$ cat src/rtl/core/scomp_pkg.sv
// ----------------------------------------------------------------------------
// scomp_pkg
// Shared types, constants and small multiply helpers for the sensor
// reading compensation pipeline.
// ----------------------------------------------------------------------------
package scomp_pkg;

  // configuration register indexes
  localparam int unsigned CfgIdxW  = 3;
  localparam int unsigned CfgDataW = 64;
  localparam logic [CfgIdxW-1:0] CFG_HAS_HUM  = 3'd0;
  localparam logic [CfgIdxW-1:0] CFG_TEMP     = 3'd1;
  localparam logic [CfgIdxW-1:0] CFG_PRESS_LO = 3'd2;
  localparam logic [CfgIdxW-1:0] CFG_PRESS_HI = 3'd3;
  localparam logic [CfgIdxW-1:0] CFG_MIXED    = 3'd4;
  localparam logic [CfgIdxW-1:0] CFG_HUM      = 3'd5;

  // pipeline depths
  localparam int unsigned TempLat  = 4;
  localparam int unsigned PreLat   = 8;
  localparam int unsigned DivNumW  = 64;
  localparam int unsigned DivDenW  = 31;
  localparam int unsigned PostLat  = 6;
  localparam int unsigned PressLat = PreLat + DivNumW + PostLat;
  localparam int unsigned HumLat   = 10;
  localparam int unsigned TotalLat = TempLat + PressLat;

  // formula constants
  localparam logic [32:0] TfineOffP   = 33'd128000;
  localparam logic [31:0] TfineOffH   = 32'd76800;
  localparam logic [20:0] RawPFull    = 21'd1048576;
  localparam logic [11:0] PressScale  = 12'd3125;
  localparam logic [63:0] PressBias   = 64'h0000_8000_0000_0000;
  localparam logic [31:0] HumRound    = 32'd16384;
  localparam logic [31:0] HumOffA     = 32'd32768;
  localparam logic [31:0] HumOffB     = 32'd2097152;
  localparam logic [31:0] HumRoundB   = 32'd8192;
  localparam logic [31:0] HumMaxQ     = 32'd419430400;
  localparam logic [31:0] TempRound   = 32'd128;

  typedef struct packed {
    logic [19:0] raw_temperature;
    logic [19:0] raw_pressure;
    logic [15:0] raw_humidity;
  } in_item_t;

  typedef struct packed {
    logic signed [31:0] temperature_centi;
    logic [31:0]        pressure_q24_8;
    logic               pressure_valid;
    logic [16:0]        humidity_q22_10;
    logic               humidity_valid;
  } out_item_t;

  typedef struct packed {
    logic [15:0]        t1;
    logic signed [15:0] t2;
    logic signed [15:0] t3;
    logic [15:0]        p1;
    logic signed [15:0] p2;
    logic signed [15:0] p3;
    logic signed [15:0] p4;
    logic signed [15:0] p5;
    logic signed [15:0] p6;
    logic signed [15:0] p7;
    logic signed [15:0] p8;
    logic signed [15:0] p9;
    logic [7:0]         h1;
    logic signed [15:0] h2;
    logic [7:0]         h3;
    logic signed [11:0] h4;
    logic signed [11:0] h5;
    logic signed [7:0]  h6;
  } cal_t;

  typedef struct packed {
    logic neg;
    logic zero;
  } div_side_t;

  // low word of a 64x16 product: exact 33x16 signed partial
  function automatic logic signed [48:0] mul_lo(input logic [31:0] a,
                                                input logic signed [15:0] b);
    logic signed [32:0] as;
    as = $signed({1'b0, a});
    return as * b;
  endfunction

  // high word of a 64x16 product, modulo 2^32
  function automatic logic [31:0] mul_hi(input logic [31:0] a,
                                         input logic signed [15:0] b);
    logic [31:0] bx;
    bx = 32'(b);
    return a * bx;
  endfunction

  function automatic logic [63:0] join_parts(input logic signed [48:0] lo,
                                             input logic [31:0] hi);
    return 64'(lo) + {hi, 32'h0};
  endfunction

endpackage

$ cat src/rtl/core/scomp_temp.sv
// ----------------------------------------------------------------------------
// scomp_temp
// Four-stage temperature compensation: fine temperature and 0.01 degC.
// ----------------------------------------------------------------------------
module scomp_temp (
  input  logic               clk_i,
  input  logic               en_i,
  input  logic [19:0]        raw_t_i,
  input  scomp_pkg::cal_t    cal_i,
  output logic [31:0]        tfine_o,
  output logic signed [31:0] temp_o
);

  logic signed [17:0] diff_a;
  logic signed [16:0] diff_d;
  logic signed [33:0] prod_a;
  logic signed [33:0] dsq_full;
  logic [31:0]        a_prod_q, dsq_q;

  logic [31:0]        a_d, dsh;
  logic signed [35:0] b_full;
  logic [31:0]        a_q, b_prod_q;

  logic [31:0]        tfine_d, tfine_q;
  logic [31:0]        t5;
  logic [31:0]        temp_d;
  logic [31:0]        tfine_out_q, temp_q;

  // stage 1
  always_comb begin
    diff_a   = $signed({1'b0, raw_t_i[19:3]}) - $signed({1'b0, cal_i.t1, 1'b0});
    diff_d   = $signed({1'b0, raw_t_i[19:4]}) - $signed({1'b0, cal_i.t1});
    prod_a   = diff_a * $signed(cal_i.t2);
    dsq_full = diff_d * diff_d;
  end

  // stage 2
  always_comb begin
    a_d    = $signed(a_prod_q) >>> 11;
    dsh    = $signed(dsq_q) >>> 12;
    b_full = $signed(dsh[19:0]) * $signed(cal_i.t3);
  end

  // stage 3 and 4
  always_comb begin
    tfine_d = a_q + 32'($signed(b_prod_q) >>> 14);
    t5      = tfine_q + {tfine_q[29:0], 2'b00} + scomp_pkg::TempRound;
    temp_d  = $signed(t5) >>> 8;
  end

  always_ff @(posedge clk_i) begin
    if (en_i) begin
      a_prod_q    <= prod_a[31:0];
      dsq_q       <= dsq_full[31:0];
      a_q         <= a_d;
      b_prod_q    <= b_full[31:0];
      tfine_q     <= tfine_d;
      tfine_out_q <= tfine_q;
      temp_q      <= temp_d;
    end
  end

  assign tfine_o = tfine_out_q;
  assign temp_o  = $signed(temp_q);

endmodule

$ cat config.mk
export PLATFORM = sky130hd
export DESIGN_NAME = scomp_temp
export DESIGN_NICKNAME = d
export VERILOG_FILES = /design/src/rtl/core/scomp_pkg.sv /design/src/rtl/core/scomp_temp.sv
export SDC_FILE = /design/constraint.sdc
export NUM_CORES = 2
export LEC_CHECK = 0
export CAP_MARGIN = 20
export CORE_UTILIZATION = 40
export DETAILED_ROUTE_END_ITERATION = 12
export DONT_BUFFER_PORTS = 1
export PLACE_DENSITY = 0.62
export RECOVER_POWER = 25
export SYNTH_ARGS = -nofsm -noshare
export SYNTH_HDL_FRONTEND = slang
export SYNTH_SLANG_ARGS = --single-unit
$ cat constraint.sdc
create_clock -name clk_i -period 23.9 [get_ports clk_i]
set_clock_uncertainty 0.15 [all_clocks]
set_input_delay 7.17 -clock clk_i [delete_from_list [all_inputs] [get_ports clk_i]]
set_output_delay 7.17 -clock clk_i [all_outputs]
set_load 0.02 [all_outputs]
# ---- Word-level counts from Yosys, hierarchy flattened
# Cells that the tools add are included.
dict set report word_totals {
  ff_bits 205
  out_inout_bits 64
}
dict set report classes {
  mul 3
  add_sub_neg 5
}
# cell count
set ops {}
lappend ops {{$add 32x32->32} 1}
lappend ops {{$add 32x8->32 const B} 1}
lappend ops {{$mul 17x17->32} 1}
lappend ops {{$mul 18x16->32} 1}
lappend ops {{$mul 20x16->32} 1}
lappend ops {{$add 21x18->22} 1}
lappend ops {{$sub 17x17->18} 1}
lappend ops {{$sub 16x16->17} 1}

# ---- Logic depth before layout (Yosys ltp)
dict set report depth {
  depth_word 2
  ltp_mapped 34
}

# ---- Least setup slack after synthesis
# Ideal clock, no wire load.
dict set report synth_timing {
  kind {input-to-reg}
  startpoint {input port raw_t_i[4]}
  endpoint {register dsq_q[30], data pin}
  slack_ps 9228
  path_buffers 1
  path_stages 33
  arrival_ps 14260
  cell_sequence {inv_1 -> ha_1 -> fa_1 -> nor2b_1 -> o31a_1 -> o21ai_0 -> nor2b_1 -> nor2b_1 -> o21ai_0 -> a211oi_2 -> clkbuf_1 -> nand2_1 -> fa_1 -> inv_1 -> fa_1 -> inv_1 -> fa_1 -> inv_1 -> fa_1 -> fa_1 -> inv_1 -> fa_1 -> inv_1 -> ha_1 -> and2_1 -> nand4_1 -> or2_2 -> o211ai_1 -> o211ai_1 -> o31ai_2 -> a21oi_1 -> o21bai_1 -> xor2_1}
}
dict set report synth_via {
  elab_chain_cells 2
}
# item line
set synth_rtl {}
lappend synth_rtl {{start: declaration} scomp_temp.sv:8} ;# input logic [19:0] raw_t_i,
lappend synth_rtl {{$sub 16x16->17} scomp_temp.sv:32} ;# diff_d = $signed({1'b0, raw_t_i[19:4]}) - $signed({1'b0, cal_i.t1});
lappend synth_rtl {{$mul 17x17->32} scomp_temp.sv:34} ;# dsq_full = diff_d * diff_d;
lappend synth_rtl {{net dsq_full[30]} scomp_temp.sv:17} ;# logic signed [33:0] dsq_full;
lappend synth_rtl {{end signal: assignment} scomp_temp.sv:54} ;# dsq_q <= dsq_full[31:0];
lappend synth_rtl {{end: declaration} scomp_temp.sv:18} ;# logic [31:0] a_prod_q, dsq_q;
# The timed path passes the listed nets, and every way through them passes these cells.
# A chain may end at the register's enable or synchronous reset.

# ---- Worst setup path after layout
# Ends and elaborated chain as after synthesis.

==> key figures <==
Placement
  • DP HPWL: roughly 64 mm
  • Cell Area, Placed: roughly 37000 um2
  • GPL Wtd Cong: between 0.8 and 0.9
  • Port buffer count: 0
  • DP Worst Slack: 7930 ps

Timing
  • Max-slew headroom: a little over a third
  • Setup Viol. Count Final: 0
  • TNS Setup: 0 ps
  • Count of final hold-check violations: 0
  • Tightest Pin Transition: slightly below 1000 ps
  • Period minus WS final: between 15000 and 20000 ps
  • Final period util: around 65%
  • RSZ-0062 raised after global routing: no
  • FMAX: approximately 64 MHz
  • Final worst slack: roughly 8400 ps
  • Count of final max-slew check failures: 0

Critical path
  • CP endpoint kind: register
  • Setup Crit Path Kind: input pin to register
  • Startpoint types: input pin
  • WP data arrival: 15600 ps
  • Critical path origin: raw_t_i[4]
  • Crit-path max cell delay: ~730 ps
  • Reg2reg start: dsq_q[22]$_DFFE_PP_
  • Required @ worst endpoint: around 24000 ps
  • Most frequent CP cell: fa_1
  • Crit path max fanout: 13
  • CP max stage cell: clkinv_1

Finish
  • Post-route design area: between 30000 and 40000 um2
  • Share of post-route cells with drive strength above 1: under 10%
  • Nets: 5034
  • # fillers: between 8000 and 9000
  • N_diodes: 0
  • P&R area growth vs syn: 4.72%

GRT
  • Global-route wire length before repair: roughly 140 mm
  • Remaining Overflow, GRT: 0
  • Initial antenna violation count: 1
  • Tot GR Track Use: about a fifth
  • Largest net degree at the start of global routing: roughly 150
  • Vias in the first global route: 26100

Clocking
  • H-tree depth: 4
  • CTS buffer count: 17
  • Post-CTS setup buffer count: 0
  • Root buffer cell: clkbuf_16
  • Worst-skew pair later-pin latency: 470 ps
  • CTS sink count: ~150
  • CTS tree: built
  • Post-cts repair resize count: 0
  • Post-CTS Hold Buffers: 0
  • Clock Tree Buf Depth: 2
  • Worst-path clk slew: roughly 60 ps

Floorplanning
  • Die footprint: 92100 um2
  • Site Rows: 110
  • Die Ht: around 300 um
  • Starting Density: around two fifths
  • IO Pins: approximately 340
  • Die X: between 300 and 400 um
  • Core Region: 90000 um2

Synthesis
  • Top FF cell, synth: edfxtp_1
  • Post-Syn Area: between 30000 and 40000 um2
  • Ys Warns: 0
  • FFs w/ async S/R, synth: 0%
  • Post-synth EDFFs: approximately 150
  • Net count after synthesis: just over 5000
  • Share of the synthesized area in the top cell type: between 40 and 50%
  • Leading area contributor after synthesis: fa_1
  • Distinct cells, synth: 68
  • Largest cells by area after synthesis: fa_1, edfxtp_1, ha_1, inv_1, nand2_1
  • Post-Syn Instances: 3718
  • Register area share after synthesis: 12.2%
  • Yosys reg bits: between 100 and 150
  • Avg Inst Size Synth: about 10 um2

Routing
  • Detailed-route wire length: a little over 80 mm
  • Vias per cell: a little under 5
  • Number of remaining DRC errors: 0
  • Number of detailed-route iterations in the first pass: 5
  • Total number of vias: 23700
  • Drt wl/cell: 16.8 um
  • Iter 0 DRT Violations: 1259
  • ANT nets after route: 0

Hold path
  • Min-delay src: a_prod_q[13]$_DFFE_PP_
  • HP Class: register to register

Run
  • Max Cap Viol: 0

Outcome
  • Status: finished clean
==> sequential cells by signal, indices dropped and copies added (netlist names) <==
name	flops
temp_o	24
tfine_o	22
tfine_q	22
a_prod_q	21
a_q	21
dsq_q	20
b_prod_q	18
==> routing by layer <==
layer | GRT usage [%] | share of wire, % | vias to the layer above
li1 | - | - | 10800
met1 | 25.1 | 43 | 12200
met2 | 32.5 | 49 | 563
met3 | 2.65 | 4.8 | 109
met4 | 5.08 | 2.3 | 2
met5 | 0 | 0.016 | -
==> layout make-up <==
cell class	instances	area, um2	area share (%)
repair buffers	24	205	0.539
multi-input cells	2478	27800	73.0
inverters	955	3590	9.42
flip-flops and latches	148	4440	11.7
clock buffers	17	425	1.12
clock inverters	14	149	0.391
well taps	1176	1470	3.86
==> layout by cell type (no fill, tap or decap), types with 4 or more instances in the layout <==
| cell | netlist | final |
|---|---|---|
| inv_1 | 945 | 945 |
| fa_1 | 816 | 816 |
| nand2_1 | 462 | 462 |
| ha_1 | 316 | 315 |
| and2_1 | 216 | 214 |
| edfxtp_1 | 148 | 148 |
| nor2_1 | 118 | 118 |
| xnor2_1 | 112 | 110 |
| a21oi_1 | 67 | 66 |
| a21o_1 | 38 | 38 |
| o21ai_0 | 36 | 37 |
| xor2_1 | 40 | 37 |
| nor2b_1 | 33 | 33 |
| nand2b_1 | 33 | 33 |
| nor3_1 | 24 | 24 |
| o21a_1 | 23 | 23 |
| buf_4 | 19 | 22 |
| nand3_1 | 18 | 18 |
| clkbuf_16 | 0 | 17 |
| a31oi_1 | 15 | 15 |
| and3_1 | 10 | 10 |
| or2_2 | 8 | 8 |
| nand4_1 | 8 | 8 |
| o211ai_1 | 7 | 7 |
| or3_1 | 6 | 6 |
| a211oi_1 | 6 | 6 |
| inv_2 | 6 | 6 |
| xor2_2 | 2 | 5 |
| o21bai_1 | 5 | 5 |
| clkinv_1 | 3 | 5 |
| inv_6 | 0 | 5 |
| o2111ai_1 | 4 | 4 |
| o31a_1 | 4 | 4 |
| o21ai_1 | 5 | 4 |
| a21boi_0 | 4 | 4 |
==> stage by stage <==
| stage | hold slack, ps | instances | utilization, % |
|---|---|---|---|
| after detailed placement | 255 | 4780 | 41.7 |
| final | 269 | 4812 | 42.3 |
| after global routing | 278 | 4812 | 42.3 |
| after global placement | 253 | 4780 | 41.7 |
| after floorplan | 250 | 3718 | - |
| after CTS | 271 | 4811 | 42.3 |
==> synthesized netlist by cell type, drive strengths merged (23+ instances only) <==
cell type / n
nor2b: 33
xnor2: 113
and2: 216
o21ai: 41
fa: 816
buf: 26
xor2: 42
o21a: 23
inv: 952
a21o: 38
ha: 316
nor3: 24
nand2b: 33
nand2: 462
clkbuf: 111
a21oi: 68
edfxtp: 148
nor2: 118
==> path summary, 6_finish.rpt <==
check        slack [ps]  cells past startpoint                endpoint
max                8360                     29     dsq_q[30]$_DFFE_PP_
min                 270                      0        a_q[2]$_DFFE_PP_
max reg2reg       17000                     22  b_prod_q[25]$_DFFE_PP_
min reg2reg         270                      0        a_q[2]$_DFFE_PP_
==> worst max-delay path: cells and delay by family <==
kind                       cells  cell delay (ps)
and+or+nand+nor                5             1060
adders and majority gates      9             3930
AOI/OAI and AO/OA              8             1850
buffers and inverters          5              960
xor gates and xnor gates       2              610
==> kinds of logic after synthesis <==
logic type / share of synthesized area (%)
AO/OA/AOI/OAI: 4.43
multiplexers: 0.0275
adder cells (fa/ha/maj): 55.8
XOR/XNOR: 3.80
buffers and inverters: 11.5
flip-flops: 12.2
AND/OR/NAND/NOR: 12.2
Power is left out: the tool's default activity adds up to more than one toggle a clock period on the data nets, which glitch-free logic cannot reach.
